## src/design/cps_pkg.sv

```systemverilog
// Package for the companion power sequencer: phase codes, register indexes,
// register reset values and the result record type.
// No dependencies; used by companion_power_sequencer_unit.
package cps_pkg;

    // Width of every configuration register.
    localparam int CFG_W = 16;
    localparam int CFG_IDX_W = 3;

    // Sequencer phases, as reported on the phase output.
    typedef enum logic [2:0] {
        PH_BOOT     = 3'd0,
        PH_WAIT     = 3'd1,
        PH_RUNNING  = 3'd2,
        PH_SHUTDOWN = 3'd3,
        PH_OFF      = 3'd4,
        PH_FORCED   = 3'd5
    } t_phase;

    // Configuration register indexes.
    typedef enum logic [CFG_IDX_W-1:0] {
        REG_BOOT_DELAY     = 3'd0,
        REG_READY_TIMEOUT  = 3'd1,
        REG_LINK_TIMEOUT   = 3'd2,
        REG_SHUTDOWN_REPEAT = 3'd3,
        REG_DEBOUNCE       = 3'd4,
        REG_LONG_PRESS     = 3'd5
    } t_reg_idx;

    // Register values after reset, in milliseconds.
    localparam logic [CFG_W-1:0] BOOT_DELAY_RST      = 16'd2000;
    localparam logic [CFG_W-1:0] READY_TIMEOUT_RST   = 16'd10000;
    localparam logic [CFG_W-1:0] LINK_TIMEOUT_RST    = 16'd2000;
    localparam logic [CFG_W-1:0] SHUTDOWN_REPEAT_RST = 16'd100;
    localparam logic [CFG_W-1:0] DEBOUNCE_RST        = 16'd50;
    localparam logic [CFG_W-1:0] LONG_PRESS_RST      = 16'd3000;

    // One result record, as held in the output register.
    typedef struct packed {
        logic   power_enable;
        logic   failsafe;
        t_phase phase;
        logic   link_up;
        logic   shutdown_pending;
        logic   send_shutdown;
        logic   offline_shown;
        logic   shutdown_started;
        logic   forced_off_event;
    } t_result;

endpackage

```

## src/design/companion_power_sequencer_unit.sv

```systemverilog
// Companion power sequencer top level: tick register, sequencer step logic,
// state and result register. Depends on cps_pkg.
//
// Each request is one millisecond tick with the raw button level and the
// companion status pins. The block debounces the button, sequences the
// companion supply through boot delay, wait ready, running, shutdown
// requested, powered off and forced off, and returns one result per tick.
// A tick passes through the input register and then the result register,
// and a new tick is taken every cycle as long as the result side keeps up.
// Configuration registers must only be written while no tick is in flight.
// Both off phases hold until reset, except that a long press in powered off
// moves to forced off; all timers saturate at 2^TIMER_WIDTH - 1.
module companion_power_sequencer_unit #(
    parameter int TIMER_WIDTH = 16
) (
    input  logic                       i_clk,
    input  logic                       i_rst_n,
    // Configuration write port
    input  logic                       i_cfg_wr_en,
    input  logic [cps_pkg::CFG_IDX_W-1:0] i_cfg_index,
    input  logic [cps_pkg::CFG_W-1:0]  i_cfg_data,
    // Tick request channel
    input  logic                       i_valid,
    output logic                       o_stall,
    input  logic                       i_button_raw,
    input  logic                       i_poweroff_ok,
    input  logic                       i_rx_frame,
    input  logic                       i_tx_ready,
    // Result channel
    output logic                       o_valid,
    input  logic                       i_stall,
    output logic                       o_power_enable,
    output logic                       o_failsafe,
    output logic [2:0]                 o_phase,
    output logic                       o_link_up,
    output logic                       o_shutdown_pending,
    output logic                       o_send_shutdown,
    output logic                       o_offline_shown,
    output logic                       o_shutdown_started,
    output logic                       o_forced_off_event
);
    import cps_pkg::*;

    // Compare width wide enough for both timers and registers.
    localparam int CW = (TIMER_WIDTH > CFG_W) ? TIMER_WIDTH : CFG_W;
    localparam logic [TIMER_WIDTH-1:0] TMAX = {TIMER_WIDTH{1'b1}};

    // Configuration registers.
    logic [CFG_W-1:0] r_boot_delay, r_ready_timeout, r_link_timeout;
    logic [CFG_W-1:0] r_shutdown_repeat, r_debounce, r_long_press;

    // Input register.
    logic r_in_valid;
    logic r_button_raw, r_poweroff_ok, r_rx_frame, r_tx_ready;

    // Sequencer state.
    t_phase                 r_phase, n_phase;
    logic [TIMER_WIDTH-1:0] r_phase_age, n_phase_age;
    logic [TIMER_WIDTH-1:0] r_repeat_age, n_repeat_age;
    logic [TIMER_WIDTH-1:0] r_rx_age, n_rx_age;
    logic [TIMER_WIDTH-1:0] r_change_age, n_change_age;
    logic [TIMER_WIDTH-1:0] r_press_age, n_press_age;
    logic r_link, n_link;
    logic r_shutdown, n_shutdown;
    logic r_supply, n_supply;
    logic r_btn_sample, n_btn_sample;
    logic r_btn_stable, n_btn_stable;
    logic r_long_done, n_long_done;
    logic r_wait_offline, n_wait_offline;
    logic r_run_offline, n_run_offline;

    // Result register.
    logic    r_out_valid;
    t_result r_out, n_out;

    logic advance;
    logic clicked;

    // A tick moves into the result register when that register is free or drains.
    assign advance = r_in_valid && (!r_out_valid || !i_stall);
    assign o_stall = r_in_valid && !advance;

    // Saturating increment of a timer.
    function automatic logic [TIMER_WIDTH-1:0] age_inc(input logic [TIMER_WIDTH-1:0] a);
        age_inc = (a != TMAX) ? a + 1'b1 : TMAX;
    endfunction

    // Timer has reached a register value.
    function automatic logic reached(input logic [TIMER_WIDTH-1:0] a,
                                     input logic [CFG_W-1:0] lim);
        reached = CW'(a) >= CW'(lim);
    endfunction

    // Configuration writes; indexes beyond the list are ignored.
    always_ff @(posedge i_clk) begin
        if (!i_rst_n) begin
            r_boot_delay      <= BOOT_DELAY_RST;
            r_ready_timeout   <= READY_TIMEOUT_RST;
            r_link_timeout    <= LINK_TIMEOUT_RST;
            r_shutdown_repeat <= SHUTDOWN_REPEAT_RST;
            r_debounce        <= DEBOUNCE_RST;
            r_long_press      <= LONG_PRESS_RST;
        end else if (i_cfg_wr_en) begin
            case (i_cfg_index)
                REG_BOOT_DELAY:      r_boot_delay      <= i_cfg_data;
                REG_READY_TIMEOUT:   r_ready_timeout   <= i_cfg_data;
                REG_LINK_TIMEOUT:    r_link_timeout    <= i_cfg_data;
                REG_SHUTDOWN_REPEAT: r_shutdown_repeat <= i_cfg_data;
                REG_DEBOUNCE:        r_debounce        <= i_cfg_data;
                REG_LONG_PRESS:      r_long_press      <= i_cfg_data;
                default: ;
            endcase
        end
    end

    // Input register: valid flag and the tick's pin levels.
    always_ff @(posedge i_clk) begin
        if (!i_rst_n) begin
            r_in_valid <= 1'b0;
        end else if (!o_stall) begin
            r_in_valid <= i_valid;
        end
    end

    always_ff @(posedge i_clk) begin
        if (i_valid && !o_stall) begin
            r_button_raw  <= i_button_raw;
            r_poweroff_ok <= i_poweroff_ok;
            r_rx_frame    <= i_rx_frame;
            r_tx_ready    <= i_tx_ready;
        end
    end

    // One sequencer step: timers, link, debounce, long press, then phase logic.
    always_comb begin
        n_phase        = r_phase;
        n_phase_age    = age_inc(r_phase_age);
        n_repeat_age   = age_inc(r_repeat_age);
        n_rx_age       = age_inc(r_rx_age);
        n_change_age   = age_inc(r_change_age);
        n_press_age    = age_inc(r_press_age);
        n_link         = r_link;
        n_shutdown     = r_shutdown;
        n_supply       = r_supply;
        n_btn_sample   = r_btn_sample;
        n_btn_stable   = r_btn_stable;
        n_long_done    = r_long_done;
        n_wait_offline = r_wait_offline;
        n_run_offline  = r_run_offline;
        clicked        = 1'b0;
        n_out          = '0;

        // A received frame marks the link up in every phase.
        if (r_rx_frame) begin
            n_link   = 1'b1;
            n_rx_age = '0;
        end

        // Debounce: a level change restarts the hold timer.
        if (r_button_raw != r_btn_sample) begin
            n_btn_sample = r_button_raw;
            n_change_age = '0;
        end
        if (reached(n_change_age, r_debounce) && (n_btn_stable != n_btn_sample)) begin
            n_btn_stable = n_btn_sample;
            if (n_btn_stable) begin
                n_press_age = '0;
                n_long_done = 1'b0;
            end else if (!n_long_done) begin
                clicked = 1'b1;
            end
        end

        // Long press forces power off, once per press.
        if (n_btn_stable && !n_long_done && reached(n_press_age, r_long_press)) begin
            n_long_done            = 1'b1;
            n_supply               = 1'b0;
            n_link                 = 1'b0;
            n_shutdown             = 1'b0;
            n_out.forced_off_event = 1'b1;
            n_phase                = PH_FORCED;
            n_phase_age            = '0;
        end

        // Phase logic acts on the phase as updated by a forced power off.
        case (n_phase)
            PH_BOOT: begin
                n_supply = 1'b1;
                if (reached(n_phase_age, r_boot_delay)) begin
                    n_phase        = PH_WAIT;
                    n_phase_age    = '0;
                    n_wait_offline = 1'b0;
                    n_run_offline  = 1'b0;
                end
            end
            PH_WAIT: begin
                if (n_link) begin
                    n_phase       = PH_RUNNING;
                    n_phase_age   = '0;
                    n_run_offline = 1'b0;
                end else if (!n_wait_offline && reached(n_phase_age, r_ready_timeout)) begin
                    n_wait_offline = 1'b1;
                end
            end
            PH_RUNNING: begin
                if (n_link && reached(n_rx_age, r_link_timeout)) begin
                    n_link        = 1'b0;
                    n_run_offline = 1'b1;
                end else if (n_link && n_run_offline) begin
                    n_run_offline = 1'b0;
                end
                // A click starts a graceful shutdown with the first request due at once.
                if (clicked) begin
                    n_link                 = 1'b0;
                    n_shutdown             = 1'b1;
                    n_out.shutdown_started = 1'b1;
                    n_phase                = PH_SHUTDOWN;
                    n_phase_age            = '0;
                    if (CW'(r_shutdown_repeat) < CW'(TMAX)) begin
                        n_repeat_age = TIMER_WIDTH'(r_shutdown_repeat);
                    end else begin
                        n_repeat_age = TMAX;
                    end
                end
            end
            PH_SHUTDOWN: begin
                if (reached(n_repeat_age, r_shutdown_repeat) && r_tx_ready) begin
                    n_out.send_shutdown = 1'b1;
                    n_repeat_age        = '0;
                end
                if (r_poweroff_ok) begin
                    n_supply    = 1'b0;
                    n_link      = 1'b0;
                    n_shutdown  = 1'b0;
                    n_phase     = PH_OFF;
                    n_phase_age = '0;
                end
            end
            default: begin
                n_supply = 1'b0;
            end
        endcase

        // Result fields after the step.
        n_out.power_enable     = n_supply;
        n_out.failsafe         = (n_phase != PH_RUNNING);
        n_out.phase            = n_phase;
        n_out.link_up          = n_link;
        n_out.shutdown_pending = n_shutdown;
        if (n_phase == PH_WAIT) begin
            n_out.offline_shown = n_wait_offline;
        end else if (n_phase == PH_RUNNING) begin
            n_out.offline_shown = n_run_offline;
        end else begin
            n_out.offline_shown = 1'b0;
        end
    end

    // Sequencer state advances once per tick that moves into the result register.
    always_ff @(posedge i_clk) begin
        if (!i_rst_n) begin
            r_phase        <= PH_BOOT;
            r_phase_age    <= '0;
            r_repeat_age   <= '0;
            r_rx_age       <= '0;
            r_change_age   <= '0;
            r_press_age    <= '0;
            r_link         <= 1'b0;
            r_shutdown     <= 1'b0;
            r_supply       <= 1'b0;
            r_btn_sample   <= 1'b0;
            r_btn_stable   <= 1'b0;
            r_long_done    <= 1'b0;
            r_wait_offline <= 1'b0;
            r_run_offline  <= 1'b0;
        end else if (advance) begin
            r_phase        <= n_phase;
            r_phase_age    <= n_phase_age;
            r_repeat_age   <= n_repeat_age;
            r_rx_age       <= n_rx_age;
            r_change_age   <= n_change_age;
            r_press_age    <= n_press_age;
            r_link         <= n_link;
            r_shutdown     <= n_shutdown;
            r_supply       <= n_supply;
            r_btn_sample   <= n_btn_sample;
            r_btn_stable   <= n_btn_stable;
            r_long_done    <= n_long_done;
            r_wait_offline <= n_wait_offline;
            r_run_offline  <= n_run_offline;
        end
    end

    // Result register.
    always_ff @(posedge i_clk) begin
        if (!i_rst_n) begin
            r_out_valid <= 1'b0;
        end else if (advance) begin
            r_out_valid <= 1'b1;
        end else if (!i_stall) begin
            r_out_valid <= 1'b0;
        end
    end

    always_ff @(posedge i_clk) begin
        if (advance) begin
            r_out <= n_out;
        end
    end

    assign o_valid            = r_out_valid;
    assign o_power_enable     = r_out.power_enable;
    assign o_failsafe         = r_out.failsafe;
    assign o_phase            = r_out.phase;
    assign o_link_up          = r_out.link_up;
    assign o_shutdown_pending = r_out.shutdown_pending;
    assign o_send_shutdown    = r_out.send_shutdown;
    assign o_offline_shown    = r_out.offline_shown;
    assign o_shutdown_started = r_out.shutdown_started;
    assign o_forced_off_event = r_out.forced_off_event;

endmodule
```

## config.mk

```make
export PLATFORM = sky130hd
export DESIGN_NAME = companion_power_sequencer_unit
export DESIGN_NICKNAME = d
export VERILOG_FILES = /design/src/design/cps_pkg.sv /design/src/design/companion_power_sequencer_unit.sv
export SDC_FILE = /design/constraint.sdc
export NUM_CORES = 1
export LEC_CHECK = 0
export ABC_AREA = 1
export BUFFER_PORTS_ARGS = -buffer_cell sky130_fd_sc_hd__buf_2
export CAP_MARGIN = 20
export CORE_ASPECT_RATIO = 1.2
export CORE_MARGIN = 2
export CORE_UTILIZATION = 55
export DETAILED_ROUTE_END_ITERATION = 16
export GPL_TIMING_DRIVEN = 0
export PLACE_DENSITY = 0.72
export SKIP_CTS_REPAIR_TIMING = 1
export SLEW_MARGIN = 30
export SYNTH_ARGS = -nofsm -noshare
export SYNTH_HDL_FRONTEND = slang
export SYNTH_SLANG_ARGS = --single-unit
```

## constraint.sdc

```tcl
create_clock -name i_clk -period 7.09 [get_ports i_clk]
set_input_delay 0.3545 -clock i_clk [delete_from_list [all_inputs] [get_ports i_clk]]
set_output_delay 0.3545 -clock i_clk [all_outputs]
set_load 0.02 [all_outputs]
```

==> results of run 1 <==
-- metal layers --
layer / vias up / share of wire (%) / wire length (um) / GRT usage (%)
li1: 5720 / - / - / -
met1: 5310 / 42 / 14100 / 36.3
met2: 345 / 48 / 16100 / 49.1
met3: 63 / 6.2 / 2070 / 3.36
met4: 0 / 3.3 / 1090 / 10.6
met5: - / 0 / 0 / 0
-- stage by stage --
| stage | TNS, ns | std cells | utilization (%) | power [W] |
|---|---|---|---|---|
| 6_report | 0 | 2051 | 63.9 | 0.00302 |
| 2_1_floorplan | 0 | 1687 | - | 0.00165 |
| 3_5_place_dp | -6.84 | 2000 | 58.5 | 0.00179 |
| 4_1_cts | -6.82 | 2041 | 62.0 | 0.00298 |
| 5_1_grt | -1.02 | 2051 | 63.9 | 0.00316 |
| 3_3_place_gp | -3.87 | 2000 | 58.5 | 0.00178 |
-- layout by cell type (no fill, tap or decap), types with 10 or more instances in the layout --
cell type / n
inv_1: 277
nand2_1: 243
a21oi_1: 219
o21ai_0: 205
dfxtp_1: 187
ha_1: 96
nor2_1: 92
clkbuf_1: 52
nand3_1: 43
buf_2: 41
xor2_1: 34
o211ai_1: 31
clkbuf_16: 23
nand4_1: 20
nor3_1: 18
inv_2: 18
nand2_2: 15
edfxtp_1: 15
nor2_2: 11
o21ai_1: 10
buf_4: 10
-- where the power goes --
group / total (W) / internal [W] / leakage (nW) / switching [W]
clock: 0.00120 / 0.000700 / 0.371 / 0.000496
combinational: 0.000554 / 0.000193 / 4.49 / 0.000361
sequential: 0.00127 / 0.00122 / 1.69 / 0.0000449
total: 0.00302 / 0.00212 / 6.55 / 0.000902
-- layout make-up --
type / count / area, um2 / share of cell area [%]
sequential: 204 / 4240 / 30.7
clock buffer: 28 / 624 / 4.52
timing repair buffer: 49 / 283 / 2.05
buffer: 64 / 307 / 2.22
multi-input combinational: 1120 / 6770 / 49.0
tap: 274 / 343 / 2.48
inverter: 299 / 1130 / 8.16
clock inverter: 13 / 124 / 0.896
-- logic make-up after synthesis --
group                    synth area share [%]
XOR/XNOR                                 2.82
buffers and inverters                    11.5
AO/OA/AOI/OAI                            21.5
AND/OR/NAND/NOR                          18.6
adder cells (fa/ha/maj)                  10.6
flip-flops                               35.0
-- worst max-delay path: cells and delay by family, from the launching register on --
| kind | cells | cell delay (ns) |
|---|---|---|
| simple gates | 25 | 2.78 |
| fa+ha+maj | 4 | 0.95 |
| flops | 1 | 0.38 |
| buf+inv | 12 | 1.12 |
| compound gates | 9 | 1.24 |
-- path summary, 6_finish.rpt --
path | from | to | slack (ns)
worst max-delay path | r_change_age[0] | o_offline_shown | 0.43
worst min-delay path | i_rx_frame | r_rx_frame | 0.03
worst max register to register | r_change_age[0] | o_offline_shown | 0.43
worst min register to register | r_link_timeout[11] | r_link_timeout[11] | 0.46
==> impl_metrics.py, run 1 <==
metrics = {
    "grt": {
        "grt_antenna_before_repair": 0,
        "grt.overflow.total": 0,
        "grt_pass1_wl_um": 54300,
        "grt_max_degree": 21,
        "grt_pass1_vias": 10900,
        "grt.total_usage_pct": 28.4,
    },
    "hold_path": {
        "min_path_type": "in -> reg",
        "min_path_cells": 1,
    },
    "worst_setup_path": {
        "cp_slowest_cell": "dfxtp_4",
        "rr_worst_depth": 50,
        "arrival_ns": 7.02,
        "crit_type": "reg -> reg",
        "crit_fanout": 10,
        "slowest_delay_ns": 0.38,
        "start_kind": "flop",
        "critPathRequiredTime_ns": 7.45,
        "path_common_cell": "inv_1",
        "crit_path_end_kind": "flop",
    },
    "place": {
        "io_buffers": 39,
        "hpwl_um": 24700,
        "dp_slack_ns": -0.448,
        "routabilityCongestion": 0.934,
        "place_area_mm2": 0.0127,
    },
    "clock_network": {
        "insertion_delay_ns": 0.51,
        "cts_tree": "built",
        "numCtsBuffers": 23,
        "htree_levels": 1,
        "cts-root-buf": "clkbuf_16",
        "clock-sinks": 204,
        "clockBufferDepth": 3,
        "path_clk_slew_ns": 0.06,
    },
    "detailed_routing": {
        "wirelength_um": 33400,
        "avgViaCountPerCell": 5.58,
        "drt-pass1-iter-count": 5,
        "drt_iter0_drc": 750,
        "via_count": 11400,
        "route.detailed.wl_per_inst_um": 16.3,
        "route.detailed.drc": 0,
        "final_antenna_net_count": 0,
    },
    "logic_synthesis": {
        "synth_async_sr_flop_share_pct": 0,
        "ys_ff_latch": 204,
        "synthTopCellsByArea": "dfxtp_1 (31%), ha_1 (11%), a21oi_1 (9.2%)",
        "ys_top_cells_by_count": "inv_1 (285), nand2_1 (250), a21oi_1 (222), o21ai_0 (213), dfxtp_1 (189)",
        "syn_nets": 1818,
        "ys_seq_area_share_pct": 35.0,
        "synth_top_flop_cell": "dfxtp_1",
        "syn_avg_cell_area_um2": 7.18,
        "yosys.cell_count.top_type": "inv_1",
        "yosysWarnings": 0,
        "synth.largest_area_cell": "dfxtp_1",
        "synthCells": 1687,
        "synth_cell_type_count": 53,
        "yosysTopAreaCellShare_pct": 31.2,
        "netlist_area_mm2": 0.0121,
        "synth_edf_count": 15,
    },
    "timing": {
        "fmax_mhz": 150,
        "timing.final.crit_period_ns": 6.66,
        "tightest_slew_ns": 0.750,
        "skew_ns": 0.0224,
        "drv_slew": 0,
        "setup_violations": 0,
        "hold-worst-slack_ns": 0.0299,
        "setup_slack_ns": 0.428,
        "fin_crit_sh_pct": 94.0,
        "relSlewSlack_pct": 50.0,
        "final_hold_viol_count": 0,
    },
    "die": {
        "row_count": 59,
        "ios": 41,
        "die_w_um": 139,
        "fp.coreArea_mm2": 0.0216,
        "die_y_um": 167,
        "start_util_pct": 56.0,
        "dieArea_mm2": 0.0232,
    },
    "final_layout": {
        "drive_above_1_share_pct": 11.6,
        "num_antenna_cells": 0,
        "design_area_mm2": 0.0138,
        "synthToLayoutAreaGrowth_pct": 14.1,
        "final_nets": 1892,
        "nFillCells": 1978,
    },
    "pwr": {
        "ir_drop_uv": 232,
        "p_per_area_mw_per_mm2": 218,
        "power_leakage_nw": 6.55,
    },
    "run_status": {
        "status": "finished, final reports clean",
    },
    "flow_run": {
        "drv_cap": 0,
    },
}
No activity file was read; power rests on OpenSTA's default activity.
==> run 2: changes to the inputs <==
Settings changed: CORE_UTILIZATION 55 to 60, PLACE_DENSITY 0.72 to 0.77.
==> run 2 against run 1 <==
  * Final cell count decreased by 0.39%
  * Flip-flop and latch count did not move
  * First-iteration DRC count grew 27%
  * Hold slack lost 0.012 ns
  * Worst setup slack got worse by 0.044 ns
  * Register-to-register slack worse by 0.04 ns
  * Die area is 8.1% lower
  * Critical path type unchanged
  * Maximum frequency shrank 0.66%
==> impl_metrics.py, run 2 (same netlist as run 1, synthesis figures left out) <==
metrics = {
    "die": {
        "dieArea_mm2": 0.0213,
        "die_w_um": 134,
        "ios": 41,
        "row_count": 56,
        "die_y_um": 160,
        "start_util_pct": 61.5,
        "fp.coreArea_mm2": 0.0197,
    },
    "detailed_routing": {
        "route.detailed.wl_per_inst_um": 16.5,
        "wirelength_um": 33700,
        "via_count": 11700,
        "avgViaCountPerCell": 5.70,
        "drt-pass1-iter-count": 5,
        "route.detailed.drc": 0,
        "final_antenna_net_count": 0,
        "drt_iter0_drc": 955,
    },
    "worst_setup_path": {
        "crit_type": "reg -> reg",
        "critical_path_cell_count": 48,
        "slowest_delay_ns": 0.37,
        "path_delay_family": "simple AND/OR/NAND/NOR gates",
        "crit_path_end_kind": "flop",
        "start_kind": "flop",
        "critPathRequiredTime_ns": 7.49,
        "cp.buffers_inverters": 11,
        "cp_slowest_cell": "dfxtp_4",
        "arrival_ns": 7.11,
        "rr_worst_depth": 48,
        "crit_fanout": 10,
    },
    "final_layout": {
        "layout_common_cells": "inv_1 (277), nand2_1 (242), a21oi_1 (221)",
        "drive_above_1_share_pct": 11.7,
        "final_nets": 1897,
        "synthToLayoutAreaGrowth_pct": 14.2,
        "ff_latch_area_mm2": 0.00424,
        "final_util_pct": 70.3,
        "multi_input_area_mm2": 0.00675,
        "num_antenna_cells": 0,
        "design_area_mm2": 0.0138,
        "final_common_cell": "inv_1",
        "nFillCells": 1640,
    },
    "timing": {
        "timing.final.crit_period_ns": 6.71,
        "setup_slack_ns": 0.384,
        "fin_crit_sh_pct": 94.6,
        "tightest_slew_ns": 0.705,
        "skew_ns": 0.0278,
        "drv_slew": 0,
        "fmax_mhz": 149,
        "relSlewSlack_pct": 53.0,
        "setup_violations": 0,
        "final_hold_viol_count": 0,
    },
    "clock_network": {
        "path_clk_slew_ns": 0.06,
        "cts_tree": "built",
        "cts-root-buf": "clkbuf_16",
        "htree_levels": 1,
        "numCtsBuffers": 23,
        "clock-sinks": 204,
        "clockBufferDepth": 3,
        "insertion_delay_ns": 0.53,
    },
    "grt": {
        "grt_pass1_wl_um": 53400,
        "grt_pass1_vias": 10700,
        "grt.overflow.total": 0,
        "grt_antenna_before_repair": 0,
        "grt_max_degree": 21,
        "grt.total_usage_pct": 30.7,
    },
    "place": {
        "routabilityCongestion": 0.943,
        "dp_slack_ns": -0.377,
        "io_buffers": 39,
        "place_area_mm2": 0.0126,
        "hpwl_um": 24700,
    },
    "flow_run": {
        "drv_cap": 0,
    },
    "hold_path": {
        "min_path_type": "in -> reg",
        "min_path_cells": 1,
    },
    "pwr": {
        "power_leakage_nw": 6.57,
        "p_per_area_mw_per_mm2": 223,
        "ir_drop_uv": 201,
        "power.total_w": 0.00308,
    },
    "run_status": {
        "status": "finished, final reports clean",
    },
}
==> run 2: cell count changes in the layout (fill, tap and decap cells not counted), sizes merged <==
cell / delta
bufinv: +1
clkinv: -6
clkinvlp: -2
inv: +2
clkbuf: +5
buf: +5
==> run 2: final cells by class <==
cell class                 count  share of cell area (%)
tap                          261                    2.36
clock inverter                 8                   0.886
multi-input combinational   1120                    48.7
timing repair buffer          54                    2.22
clock buffer                  33                    4.86
inverter                     299                    8.13
sequential                   204                    30.7
buffer                        64                    2.14
==> run 2: worst register-to-register path: cells and delay by family (launching register included) <==
kind | cells | cell delay (ns)
compound gates | 8 | 1.33
simple gates | 25 | 2.83
fa+ha+maj | 4 | 1.01
flops | 1 | 0.37
buf+inv | 11 | 1.06
==> run 2: stage by stage <==
step / hold WS, ns / instances / setup TNS (ns)
floorplan: 0.435 / 1687 / 0
global placement: 0.450 / 1987 / -3.75
detailed placement: 0.453 / 1987 / -5.75
CTS: 0.00654 / 2028 / -6.66
global route: 0.0145 / 2043 / -0.0381
finish: 0.0177 / 2043 / 0
==> run 2: path summary, 6_finish.rpt <==
kind / from / endpoint / slack [ns]
worst min register to register: r_boot_delay[13] / r_boot_delay[13] / 0.47
worst max-delay path: r_change_age[0] / r_phase[0] / 0.38
worst min-delay path: i_button_raw / r_button_raw / 0.02
worst max register to register: r_change_age[0] / r_phase[0] / 0.38
==> run 2: layer usage <==
metal | share of wire (%) | wire length, um | vias to the layer above | track usage, %
met3 | 8.3 | 2790 | 109 | 4.60
li1 | - | - | 5724 | -
met1 | 40 | 13600 | 5358 | 39.3
met5 | 0 | 0 | - | 0
met4 | 4.0 | 1360 | 0 | 11.6
met2 | 47 | 16000 | 460 | 52.3
==> run 2: where the power goes <==
group          internal (W)  switching [W]  leakage (nW)  total [W]
registers           0.00122      0.0000450          1.69    0.00127
clock network      0.000769       0.000489         0.394    0.00126
logic              0.000192       0.000362          4.49   0.000554
==> run 3: changes to the inputs <==
Settings changed: PLACE_DENSITY 0.77 to not set, PLACE_DENSITY_LB_ADDON set to 0.08.
==> run 3 against run 2 <==
  * Global-route usage increased by 0.15 points
  * Critical path depth unchanged
  * Design area down 1.3%
  * Routed wire length decreased by 0.52%
  * Flip-flop and latch count unchanged
  * First-iteration DRC count shrank 16%
  * Clock skew shrank 0.019 ns
  * Utilization is 0.94 points lower
  * Critical path type unchanged
  * Highest routed layer unchanged
==> impl_metrics.py, run 3 (same netlist as run 1, synthesis figures left out) <==
metrics = {
    "run_status": {
        "status": "finished, final reports clean",
    },
    "final_layout": {
        "synthToLayoutAreaGrowth_pct": 12.7,
        "final_common_cell": "inv_1",
        "final_nets": 1896,
        "final_util_pct": 69.3,
        "nFillCells": 1734,
        "layout_common_cells": "inv_1 (280), nand2_1 (249), a21oi_1 (222)",
        "num_antenna_cells": 0,
        "drive_above_1_share_pct": 10.6,
    },
    "clock_network": {
        "insertion_delay_ns": 0.51,
        "htree_levels": 1,
        "clockBufferDepth": 3,
        "numCtsBuffers": 23,
        "cts-root-buf": "clkbuf_16",
        "clock-sinks": 204,
        "cts_tree": "built",
        "path_clk_slew_ns": 0.06,
    },
    "grt": {
        "grt_max_degree": 21,
        "grt.total_usage_pct": 30.9,
        "grt_antenna_before_repair": 0,
        "grt.overflow.total": 0,
        "grt_pass1_vias": 10800,
        "grt_pass1_wl_um": 53400,
    },
    "place": {
        "routabilityCongestion": 0.943,
        "hpwl_um": 24600,
        "dp_slack_ns": -0.365,
        "io_buffers": 39,
    },
    "die": {
        "ios": 41,
        "dieArea_mm2": 0.0213,
        "start_util_pct": 61.5,
        "die_w_um": 134,
        "die_y_um": 160,
        "fp.coreArea_mm2": 0.0197,
        "row_count": 56,
    },
    "detailed_routing": {
        "route.detailed.drc": 0,
        "drt-pass1-iter-count": 5,
        "route.detailed.wl_per_inst_um": 16.4,
        "wirelength_um": 33500,
        "drt_iter0_drc": 801,
        "via_count": 11500,
        "avgViaCountPerCell": 5.65,
        "final_antenna_net_count": 0,
    },
    "worst_setup_path": {
        "crit_fanout": 10,
        "crit_path_end_kind": "flop",
        "slowest_delay_ns": 0.38,
        "path_common_cell": "nand2_1",
        "start_kind": "flop",
        "critPathRequiredTime_ns": 7.35,
        "crit_type": "reg -> reg",
        "cp_slowest_cell": "dfxtp_4",
        "arrival_ns": 6.90,
    },
    "timing": {
        "drv_slew": 0,
        "fmax_mhz": 150,
        "fin_crit_sh_pct": 93.7,
        "setup_slack_ns": 0.445,
        "tightest_slew_ns": 0.723,
        "skew_ns": 0.00885,
        "relSlewSlack_pct": 51.8,
        "setup_violations": 0,
        "hold-worst-slack_ns": 0.0254,
        "timing.final.crit_period_ns": 6.64,
        "final_hold_viol_count": 0,
    },
    "pwr": {
        "pwr-share-seq_pct": 42.6,
        "p_int_w": 0.00210,
        "p_per_area_mw_per_mm2": 218,
        "swShare_pct": 29.6,
        "ir_drop_uv": 215,
        "power.total_w": 0.00298,
        "comb_power_share_pct": 18.2,
        "switching_power_w": 0.000882,
        "power_leakage_nw": 6.54,
        "clock_power_share_pct": 39.1,
    },
    "flow_run": {
        "drv_cap": 0,
    },
    "hold_path": {
        "min_path_type": "in -> reg",
    },
}
-- run 3: changes by cell type in the layout (fill, tap and decap cells not counted), moves of 3 or more --
cell       delta
nand2_1       +7
nand2_2       -7
bufinv_16     -3
clkbuf_8      +3
ha_1          +3
ha_4          -3
inv_1         +3
nor2_1        +3
-- run 3: per-layer routing --
metal / track usage, % / vias up / part of all wire (%)
li1: - / 5732 / -
met1: 40.4 / 5289 / 42
met2: 52.3 / 432 / 47
met3: 3.90 / 81 / 7.2
met4: 11.0 / 0 / 3.5
met5: 0 / - / 0
-- run 3: layout make-up --
cell class / count / area [um2] / share of cell area, %
Sequential cell: 204 / 4240 / 31.0
Clock inverter: 5 / 25.0 / 0.183
Buffer: 64 / 307 / 2.25
Multi-Input combinational cell: 1120 / 6620 / 48.5
Tap cell: 261 / 327 / 2.39
Inverter: 299 / 1120 / 8.22
Clock buffer: 35 / 711 / 5.21
Timing Repair Buffer: 53 / 300 / 2.20
-- run 3: worst paths after layout --
kind / end / start / slack (ns) / cells past startpoint
max: o_offline_shown / r_change_age[0] / 0.45 / 48
min: r_poweroff_ok / i_poweroff_ok / 0.03 / 1
max reg2reg: o_offline_shown / r_change_age[0] / 0.45 / 48
min reg2reg: r_link_timeout[3] / r_link_timeout[3] / 0.46 / 2
-- run 3: critical path: cells and delay by family, from the launching register on --
kind,cells,cell delay (ns)
simple gates,23,2.32
fa+ha+maj,4,1.01
flops,1,0.38
compound gates,9,1.41
buf+inv,12,1.25
-- run 3: stage by stage --
step           instances  instance area [um2]  setup TNS, ns
4_1_cts             2027                13400          -6.47
5_1_grt             2041                13700        -0.0999
3_5_place_dp        1987                12600          -5.34
2_1_floorplan       1687                12100              0
3_3_place_gp        1987                12600          -2.98
6_report            2041                13700              0
-- run 3: power groups by stage --
| stage | clock network, W | logic (W) | registers, W |
|---|---|---|---|
| after floorplan | 0 | 0.000358 | 0.00129 |
| after global placement | 0 | 0.000490 | 0.00129 |
| after detailed placement | 0 | 0.000502 | 0.00129 |
| after CTS | 0.00118 | 0.000505 | 0.00127 |
| after global routing | 0.00123 | 0.000612 | 0.00128 |
| final | 0.00117 | 0.000544 | 0.00127 |
